--- src/hw/rtl/assert_macros.svh ---
// Assertion helpers, clocked on clk, quiet while rst_n is low.
`ifndef ASSERT_MACROS_SVH
`define ASSERT_MACROS_SVH

`define ASSERT_CLK(label, prop, msg) \
  label: assert property (@(posedge clk) disable iff (!rst_n) prop) else $error(msg);

`define ASSERT_NEVER(label, expr, msg) \
  label: assert property (@(posedge clk) disable iff (!rst_n) !(expr)) else $error(msg);

`endif

--- src/hw/rtl/hls_pkg.sv ---
package hls_pkg;

  typedef enum logic [1:0] {
    OP_PUSH  = 2'd0,
    OP_POP   = 2'd1,
    OP_CLEAR = 2'd2,
    OP_CHECK = 2'd3
  } op_t;

  typedef enum logic [1:0] {
    ST_OK        = 2'd0,
    ST_OVERFLOW  = 2'd1,
    ST_UNDERFLOW = 2'd2,
    ST_MISMATCH  = 2'd3
  } status_t;

  localparam int unsigned WORD_W  = 64;
  localparam int unsigned COUNT_W = 9;

  typedef logic [WORD_W-1:0] word_t;

  typedef struct packed {
    op_t   operation;
    word_t value;
  } in_item_t;

  typedef struct packed {
    status_t              status;
    word_t                popped_value;
    logic [COUNT_W-1:0]   entry_count;
    word_t                content_hash;
  } out_item_t;

  // controller -> datapath
  typedef struct packed {
    logic accept;
    logic load_top;
    logic walk;
    logic finish;
  } hls_cmd_t;

  // datapath -> controller
  typedef struct packed {
    logic empty;
    logic walk_done;
    logic out_free;
  } hls_sts_t;

  // h*33 + d, mod 2^64
  function automatic word_t hash_step(input word_t h, input word_t d);
    hash_step = (h << 5) + h + d;
  endfunction

endpackage

--- src/hw/rtl/hls_ctrl.sv ---
module hls_ctrl (
  input  logic             clk,
  input  logic             rst_n,
  input  logic             in_valid,
  input  hls_pkg::op_t     op,
  input  hls_pkg::hls_sts_t sts,
  output logic             in_ready,
  output hls_pkg::hls_cmd_t cmd
);
  import hls_pkg::*;

  typedef enum logic [3:0] {
    S_IDLE = 4'b0001,
    S_TOP  = 4'b0010,
    S_WALK = 4'b0100,
    S_FIN  = 4'b1000
  } state_t;

  state_t state_r, state_nxt;
  logic   accept;

  assign in_ready = (state_r == S_IDLE) && sts.out_free;
  assign accept   = in_valid && in_ready;

  always_comb begin
    state_nxt = state_r;
    case (state_r)
      S_IDLE: begin
        if (accept) begin
          case (op)
            OP_POP:   state_nxt = sts.empty ? S_IDLE : S_TOP;
            OP_CHECK: state_nxt = S_WALK;
            default:  state_nxt = S_IDLE;
          endcase
        end
      end
      S_TOP:  state_nxt = S_WALK;
      S_WALK: if (sts.walk_done) state_nxt = S_FIN;
      S_FIN:  if (sts.out_free) state_nxt = S_IDLE;
      default: state_nxt = S_IDLE;
    endcase
  end

  always_ff @(posedge clk) begin
    if (!rst_n) begin
      state_r <= S_IDLE;
    end else begin
      state_r <= state_nxt;
    end
  end

  always_comb begin
    cmd.accept   = accept;
    cmd.load_top = (state_r == S_TOP);
    cmd.walk     = (state_r == S_WALK);
    cmd.finish   = (state_r == S_FIN) && sts.out_free;
  end

endmodule

--- config.mk ---
export PLATFORM = sky130hd
export DESIGN_NAME = hls_ctrl
export DESIGN_NICKNAME = d
export VERILOG_FILES = /design/src/hw/rtl/assert_macros.svh /design/src/hw/rtl/hls_pkg.sv /design/src/hw/rtl/hls_ctrl.sv
export SDC_FILE = /design/constraint.sdc
export NUM_CORES = 1
export LEC_CHECK = 0
export BUFFER_PORTS_ARGS = -buffer_cell sky130_fd_sc_hd__buf_4
export CORE_AREA = 2 2 39 41
export CTS_BUF_LIST = sky130_fd_sc_hd__clkbuf_16
export DETAILED_ROUTE_END_ITERATION = 8
export DIE_AREA = 0 0 41 43
export PLACE_DENSITY = 0.53
export SYNTH_ARGS = -nofsm -noshare
export SYNTH_HDL_FRONTEND = slang
export SYNTH_SLANG_ARGS = --single-unit
--- constraint.sdc ---
create_clock -name clk -period 1.3 [get_ports clk]
set_input_delay 0.13 -clock clk [delete_from_list [all_inputs] [get_ports clk]]
set_output_delay 0.13 -clock clk [all_outputs]
set_load 0.01 [all_outputs]
==> results of run 1 <==
-- cells in the final DEF, fill, tap and decap left out, types with 2 or more instances in the layout --
cell type,instances
buf_4,16
buf_6,2
clkbuf_16,3
dfxtp_2,2
dfxtp_4,2
nand2_1,6
nand3_1,2
nand3b_1,2
nor4_2,2
nor4b_4,2
-- what timing repair did --
action / 4_1_cts / 5_1_grt
endpoints found under the setup margin: 4 / 5
gates resized for setup: 10 / 2
setup buffers: 2 / 0
pin swaps: 2 / 0
hold endpoints to repair: 0 / 0
-- power by group through the flow --
| stage | registers [mW] | clock network (mW) | logic [mW] |
|---|---|---|---|
| global placement | 0.132 | 0 | 0.0652 |
| finish | 0.128 | 0.481 | 0.0756 |
| global route | 0.128 | 0.504 | 0.0815 |
| CTS | 0.127 | 0.495 | 0.0753 |
| floorplan | 0.132 | 0 | 0.0304 |
| detailed placement | 0.132 | 0 | 0.0645 |
-- final cells by class --
cell class,count,share of cell area [%]
multi-input combinational,28,40.59
timing repair buffer,18,25.85
sequential,4,16.33
clock buffer,3,13.61
tap,16,3.628
-- cell usage after synthesis --
master	instances
nor3_1	1
nor3b_1	1
nand4b_1	1
nor4_2	1
a21boi_1	1
nor3b_2	1
and2_1	1
o21a_2	1
buf_4	1
nand3b_1	2
nand3_1	2
o21bai_1	1
dfxtp_1	4
nor2_1	1
o21ai_1	1
nand2b_1	1
a211oi_1	1
nand4_1	1
buf_6	1
nor4b_2	2
nor4_1	1
nand2_1	6
and3_1	1
-- layer usage --
layer / up-vias / GRT usage (%) / part of all wire (%)
met5: - / 0 / 0
met4: 0 / 8.000 / 3.0
met3: 2 / 3.141 / 4.7
met2: 10 / 14.69 / 47
met1: 150 / 12.54 / 45
li1: 166 / - / -
-- worst register-to-register path: stages (launching register included) --
cell	delay, ps
dfxtp_4	350
nor4b_4	300
buf_4	160
nand3b_1	100
nand3b_1	100
o21bai_1	60
-- logic make-up after synthesis --
logic type | synth area share (%)
buf+inv | 6.384
compound gates | 12.34
simple gates | 54.05
flops | 27.24
-- how the worst max path moves through the flow --
stage	startpoint	cells after the start	slack (ps)	end
after floorplan	state_r[2]	3	170	state_r[0]
after global placement	state_r[1]	4	90	state_r[0]
after detailed placement	state_r[3]	4	90	state_r[3]
after CTS	state_r[1]	3	-20	cmd[1]
after global routing	state_r[1]	3	-60	cmd[3]
final	state_r[1]	3	-7	cmd[3]
==> metrics, run 1 <==
vias in the first global route=296; total power per unit cell area=1240 nW/µm²; Post-Synthesis Net Count=42; combinational fraction of design power=11.1%; core area=1384 µm²; critical path startpoint category=flop; residual antenna-violating net count after detailed routing=0; beginning of the worst hold path=op[1]; capturing point of the worst reg2reg path=state_r[0]; Overall Power=0.6840 mW; endpoint arrival time on the critical path=1180 ps; clock network latency to the later pin of the worst-skew pair=220 ps; sequential share of power=a little under a fifth; hpwl dp=roughly 560 µm; Clock Sinks=4; Root Buffer Master=clkbuf_16; area share of the leading cell type in the synthesized netlist=a little over a quarter; die width=41 µm; max incr delay on CP=~350 ps; number of placed instances, taps included=64; Max transition margin=between 70% and 80%; peak supply drop=0.6374 mV; area occupied by multi-input gates=between 200 and 250 µm²; DRC violation count after routing=0; count of hold-fix buffers inserted at cts=0; cell type of the slowest stage on the worst timing path=dfxtp_4; sink of the worst hold path=state_r[1]; starting density of the core=about a fifth; max-capacitance violation count=0; setup slack, reg-to-reg=~100 ps; Hold Crit Class=in -> reg; gp weighted congestion=0.7145; critical path class=reg -> out; fin area=between 500 and 600 µm²; P_leak=0.2473 nW; CTS clk-pin slew, worst paths=around 30 ps; Final min period=roughly 1300 ps; worst slack, placed=a little under 90 ps; failing checks=negative setup slack; routed wirelength normalized by instance count=between 10 and 15 µm; pin count of the biggest net entering global routing=7; fraction of final layout cells sized beyond drive strength 1=60.38%; series of cell instances along the critical path=nor4b_4 -> and3_1 -> buf_4; area of the die=1763 µm²; kind of end point of the critical path=output pin; worst-case clock buffer depth=2; Data required, critical path=1170 ps; count of endpoints failing hold in the final timing report=0; Clock Power Share=70.3%; Core Util, Final=39.87%; cell internal pwr=about 0.56 mW; total standard cell area after synthesis=between 200 and 300 µm²; post-DR vias/cell=4.754; Largest Register=state_r; maximum clock frequency=765.0 MHz; register area share after synthesis=27.23%; Final period util=100.6%; run status=finished, violations left; net load switching power=0.1221 mW; Worst Hold Margin=roughly 70 ps; clk_skew=~0.78 ps; number of warnings reported in the yosys synthesis log=0; Port Buffers=12; number of cell instances on the worst register-to-register path=5; y dimension of the die=43 µm; cell family with most CP delay=simple AND/OR/NAND/NOR gates; critical path peak fanout=4; leading registers by flop count=state_r (4); post-detailed-placement cell area=415.4 µm²; flip-flop count of the largest register after layout=4; aggregate global routing overflow=0; final number of max-transition violations=0; total of fill cells in the finished design=142; post-synthesis area per instance=8.648 µm²; io pins=13; site row count=14; fin cells=69; depth of the CTS H-tree=1; Post-Syn Instances=34; WP buf/inv=1; area used by sequential logic in the layout=90.09 µm²; worst slew pin tran=312.7 ps; sum of negative setup slack=-7.165 ps; layout-stage area growth over the synthesis result=87.66%; global-route wire length before repair=1.173 mm; Switching Fraction=17.86%; Inserted Diodes=0; dominant cell type by area after synthesis=dfxtp_1; startpoint of the most critical register-to-register path=state_r[1]; Unique masters post-synth=23; total CTS buffers=3; CTS tree=built; net total in the final layout=63; hold path depth=2; antenna violations before repair=0; post-layout worst setup margin=-7.165 ps; final-report setup violation count=1; first drt pass iteration count=4; initial detailed-routing violation count=6; number of register bits inferred by synthesis=4; dominant cells by area after synthesis=dfxtp_1, nor4b_2, nand2_1; total number of vias=328; overall routed net length=766 µm; overall routing resource usage=10.44%; setup repair after global routing missed its margin=true
Note: power is estimated with default switching activity, not from simulation.
==> run 2, diff against run 1 <==
--- a/config.mk
+++ b/config.mk
@@ -5,12 +5,13 @@
 export SDC_FILE = /design/constraint.sdc
 export NUM_CORES = 1
 export LEC_CHECK = 0
-export BUFFER_PORTS_ARGS = -buffer_cell sky130_fd_sc_hd__buf_4
 export CORE_AREA = 2 2 39 41
 export CTS_BUF_LIST = sky130_fd_sc_hd__clkbuf_16
+export CTS_CLUSTER_DIAMETER = 200
 export DETAILED_ROUTE_END_ITERATION = 8
 export DIE_AREA = 0 0 41 43
-export PLACE_DENSITY = 0.53
+export DONT_BUFFER_PORTS = 1
+export PLACE_DENSITY = 0.45
 export SYNTH_ARGS = -nofsm -noshare
 export SYNTH_HDL_FRONTEND = slang
 export SYNTH_SLANG_ARGS = --single-unit
==> run 2 against run 1 <==
First-iteration DRC count is 33% lower. Final cell count decreased by 12%. Critical endpoint is now cmd[1]. Final area down 9.3%. Largest power group unchanged. Sequential share of layout area is 1.4 points higher. The flow still finishes with violations (negative setup slack). Fmax decreased by 1.4%.
==> metrics, run 2 (synthesized netlist as in run 1, its figures left out) <==
capturing point of the worst reg2reg path=state_r[0]; commonest cells after routing, fill and taps aside=buf_4, nand2_1, clkbuf_16; hold path depth=2 (unchanged); worst-case clock buffer depth=2 (unchanged); total number of vias=308 (-6.1%); kind of end point of the critical path=output pin; failing checks=negative setup slack; critical path startpoint category=flop; beginning of the worst hold path=rst_n; Max transition margin=79.93% (+0.90 points); fin area=500.5 µm² (-9.3%); Hold Crit Class=in -> reg; Root Buffer Master=clkbuf_16; final number of max-transition violations=0 (unchanged); core area=1384 µm² (unchanged); first drt pass iteration count=6 (+2); aggregate global routing overflow=0 (unchanged); CTS tree=built; startpoint of the most critical register-to-register path=state_r[3]; setup repair after global routing missed its margin=true; fraction of final layout cells sized beyond drive strength 1=53.33% (-7.0 points); flip-flop count of the largest register after layout=4 (unchanged); total CTS buffers=3 (unchanged); endpoint arrival time on the critical path=1200 ps (+20 ps); vias in the first global route=261 (-12%); Final period util=102.0% (+1.5 points); leading registers by flop count=state_r (4); residual antenna-violating net count after detailed routing=0 (unchanged); post-layout worst setup margin=-26.06 ps (-18.89 ps); Inserted Diodes=0 (unchanged); initial detailed-routing violation count=4 (-2); clk_skew=2.198 ps (+1.422 ps); y dimension of the die=43 µm (unchanged); Worst Hold Margin=36.81 ps (-31.44 ps); DRC violation count after routing=0 (unchanged); peak supply drop=0.7116 mV (+12%); hpwl dp=572 µm (+2.3%); pin count of the biggest net entering global routing=8 (+1); total power per unit cell area=1329 nW/µm² (+7.2%); max-capacitance violation count=0 (unchanged); worst slew pin tran=299.3 ps (-13.44 ps); sum of negative setup slack=-26.06 ps (-18.89 ps); Port Buffers=0 (-12); overall routed net length=848 µm (+11%); Final min period=1326 ps (+18.89 ps); antenna violations before repair=0 (unchanged); io pins=13 (unchanged); overall routing resource usage=11.84% (+1.4 points); net total in the final layout=55 (-13%); post-DR vias/cell=5.049 (+6.2%); starting density of the core=21.25% (unchanged); global-route wire length before repair=1.166 mm (-0.60%); routed wirelength normalized by instance count=13.90 µm (+25%); setup slack, reg-to-reg=30 ps (-70 ps); clock network latency to the later pin of the worst-skew pair=230 ps (about the same); count of endpoints failing hold in the final timing report=0 (unchanged); number of cell instances on the worst register-to-register path=5 (unchanged); critical path peak fanout=4 (unchanged); maximum clock frequency=754.1 MHz (-1.4%); CTS clk-pin slew, worst paths=30 ps (about the same); critical path class=reg -> out; depth of the CTS H-tree=1 (unchanged); layout-stage area growth over the synthesis result=70.21%; area of the die=1763 µm² (unchanged); post-detailed-placement cell area=347.8 µm² (-16%); P_leak=0.2099 nW (-15%); most frequent standard cell in the layout excluding fill and tap cells=buf_4; Clock Sinks=4 (unchanged); die width=41 µm (unchanged); sink of the worst hold path=state_r[2]; Data required, critical path=1170 ps (about the same); gp weighted congestion=0.7302 (+2.2%); site row count=14 (unchanged); run status=finished, violations left; Largest Register=state_r; final-report setup violation count=1 (unchanged)
run 2: stage by stage:
stage	instances	worst slack, ps	total power [mW]	util, %
global placement	55	25.51	0.1704	25.14
global route	61	-74.89	0.6928	36.17
finish	61	-26.06	0.6653	36.17
floorplan	34	173.2	0.1625	-
CTS	59	-35.62	0.6682	33.18
detailed placement	55	36.73	0.1703	25.14
run 2: how the worst max path moves through the flow:
stage / startpoint / end / slack (ps) / depth (start not counted)
6_report: state_r[0] / cmd[1] / -30 / 3
5_1_grt: state_r[3] / cmd[3] / -70 / 2
4_1_cts: state_r[3] / cmd[1] / -40 / 3
3_5_place_dp: state_r[1] / state_r[0] / 40 / 4
3_3_place_gp: state_r[1] / state_r[3] / 30 / 4
2_1_floorplan: state_r[2] / state_r[0] / 170 / 3
run 2: timing repair:
action	4_1_cts	5_1_grt
buffers inserted	0	2
hold endpoints to repair	1	0
resized for setup	6	7
setup endpoints to repair	5	5
pin swaps	1	3
hold buffers	1	0
run 2: metal layers:
layer,vias to the layer above,GRT usage (%),wire (µm)
met4,0,16.00,46
met2,12,13.44,392
met5,-,0,0
met1,140,12.50,343
li1,151,-,-
met3,5,6.283,65
run 2: worst max-delay path, cell delays in order, from the launching register on:
cell,delay (ps)
dfxtp_4,350
buf_6,120
nor4b_4,320
buf_4,180
run 2: final cells by class:
cell class                      count  area [µm²]
Sequential cell                     4       88.84
Timing Repair Buffer               10       85.08
Clock buffer                        3       75.07
Fill cell                         141       883.3
Multi-Input combinational cell     28       231.5
Tap cell                           16       20.02
run 2: where the power goes:
group / total (mW) / internal [mW] / switching [mW]
clock: 0.483 / 0.393 / 0.0898
combinational: 0.0544 / 0.0305 / 0.0239
sequential: 0.128 / 0.124 / 0.00409
total: 0.665 / 0.548 / 0.118
==> run 3, diff against run 2 <==
==> constraint.sdc (replaced) <==
create_clock -name clk -period 1.5 [get_ports clk]
set_input_delay 0.15 -clock clk [delete_from_list [all_inputs] [get_ports clk]]
set_output_delay 0.15 -clock clk [all_outputs]
set_load 0.01 [all_outputs]
==> run 3 against run 2 <==
The flow now finishes without violations. Non-clock buffer count is 7 lower. Combinational power decreased by 41%. Flip-flop and latch count unchanged. Final area decreased by 19%. Setup slack better by 150 ps. Sequential power fell by 10%. Critical path depth shrank 1. Clock power down 14%. First-iteration DRC count shrank 75%. Largest power group unchanged.
==> metrics, run 3 (synthesized netlist as in run 1, its figures left out) <==
run status=finished clean; total power per unit cell area=1389 nW/µm² (+4.5%); leading registers by flop count=state_r (4); max incr delay on CP=380 ps (+30 ps); flip-flop count of the largest register after layout=4 (unchanged); residual antenna-violating net count after detailed routing=0 (unchanged); post-DR vias/cell=5.019 (-0.61%); cell type of the slowest stage on the worst timing path=dfxtp_1; post-layout worst setup margin=122.5 ps (+148.6 ps); endpoint arrival time on the critical path=1230 ps (+30 ps); final-report setup violation count=0 (-1); setup repair bufs after CTS=0 (unchanged); clock network latency to the later pin of the worst-skew pair=220 ps (about the same); peak supply drop=1.056 mV (+48%); overall routed net length=667 µm (-21%); clk_skew=2.340 ps (+0.1424 ps); Final period util=91.83%; Final min period=1378 ps; P_leak=0.1638 nW (-22%); critical path startpoint category=flop; first drt pass iteration count=2 (-4); kind of end point of the critical path=output pin; io pins=13 (unchanged); hold path depth=2 (unchanged); beginning of the worst hold path=rst_n; maximum clock frequency=725.9 MHz; area of the die=1763 µm² (unchanged); net total in the final layout=48 (-13%); total of fill cells in the finished design=144 (+2.1%); total CTS buffers=3 (unchanged); WP buf/inv=0 (-2); fin cells=54 (-11%); critical path peak fanout=6 (+2); Port Buffers=0 (unchanged); setup slack, reg-to-reg=230 ps (+200 ps); CTS tree=built; most frequent standard cell in the layout excluding fill and tap cells=nand2_1; commonest cells after routing, fill and taps aside=nand2_1, dfxtp_1, clkbuf_16; y dimension of the die=43 µm (unchanged); DRC violation count after routing=0 (unchanged); count of endpoints failing hold in the final timing report=0 (unchanged); hpwl dp=529.5 µm (-7.4%); routed length on met1=316 µm (-7.9%); CTS clk-pin slew, worst paths=30 ps (about the same); startpoint of the most critical register-to-register path=state_r[3]; worst slack, placed=200.9 ps (+164.1 ps); worst-case clock buffer depth=2 (unchanged); setup repair after global routing missed its margin=false; Hold Crit Class=in -> reg; worst slew pin tran=369.3 ps (+70.00 ps); Inserted Diodes=0 (unchanged); sink of the worst hold path=state_r[2]; Top Layer Used=met4; Clock Sinks=4 (unchanged); pin count of the biggest net entering global routing=9 (+1); Overall Power=0.5614 mW (-16%); max-capacitance violation count=0 (unchanged); Data required, critical path=1350 ps (+180 ps); fraction of final layout cells sized beyond drive strength 1=26.32% (-27 points); detailed route wirelength on metal3=42 µm (-35%); capturing point of the worst reg2reg path=state_r[3]; antenna violations before repair=0 (unchanged); number of cell instances on the worst register-to-register path=4 (-1); starting density of the core=21.25% (unchanged); Largest Register=state_r; Max transition margin=75.19% (-4.7 points); critical path class=reg -> out; number of placed instances, taps included=50 (-9.1%); global-route wire length before repair=993 µm (-15%); depth of the CTS H-tree=1 (unchanged); aggregate global routing overflow=0 (unchanged); final number of max-transition violations=0 (unchanged); sum of negative setup slack=0 ps (+26.06 ps); cell family with most CP delay=simple AND/OR/NAND/NOR gates; layout-stage area growth over the synthesis result=37.45%; met2 routed WL=287 µm (-27%); gp weighted congestion=0.7045 (-3.5%); overall routing resource usage=8.744% (-3.1 points); total number of vias=271 (-12%); Root Buffer Master=clkbuf_16; die width=41 µm (unchanged); vias in the first global route=240 (-8.0%); site row count=14 (unchanged); series of cell instances along the critical path=nor4b_4 -> and3_1; routed wirelength normalized by instance count=12.35 µm (-11%); core area=1384 µm² (unchanged); initial detailed-routing violation count=1 (-3)
==> run 3: cell type report <==
| class | instances | area [µm²] | share of cell area [%] |
|---|---|---|---|
| Clock buffer | 3 | 75.07 | 18.58 |
| Multi-Input combinational cell | 28 | 203.9 | 50.46 |
| Sequential cell | 4 | 80.08 | 19.81 |
| Tap cell | 16 | 20.02 | 4.954 |
| Timing Repair Buffer | 3 | 25.02 | 6.192 |
==> run 3: through the flow <==
stage                     utilization [%]  hold WS (ps)  area [µm²]
after global placement              22.42         224.0       310.3
final                               29.20         73.21       404.1
after global routing                29.20         77.69       404.1
after CTS                           28.57         70.83       395.4
after detailed placement            22.42         224.5       310.3
after floorplan                         -         221.0       294.0
==> run 3: per-layer routing <==
layer  global-route usage (%)  up-vias
met3                    1.571        2
met5                        0        -
li1                         -      137
met4                    8.000        0
met2                    11.56       11
met1                    11.29      121
==> run 3: power breakdown <==
part           internal [mW]  total (mW)  switching [mW]
logic                 0.0163      0.0320          0.0156
clock network          0.340       0.415          0.0741
registers              0.110       0.115         0.00515
total                  0.467       0.561          0.0949
==> run 3: how the worst max path moves through the flow <==
stage	start	endpoint	cells past startpoint
floorplan	state_r[3]	cmd[3]	4
global placement	state_r[0]	state_r[0]	4
detailed placement	state_r[0]	state_r[0]	4
CTS	state_r[0]	cmd[3]	2
global route	state_r[2]	cmd[1]	2
finish	state_r[1]	cmd[3]	2
==> run 3: what timing repair did <==
action,in CTS,in global routing
endpoints found under the setup margin,0,2
hold endpoints to repair,1,0
resized for setup,0,1
hold buffers,1,0
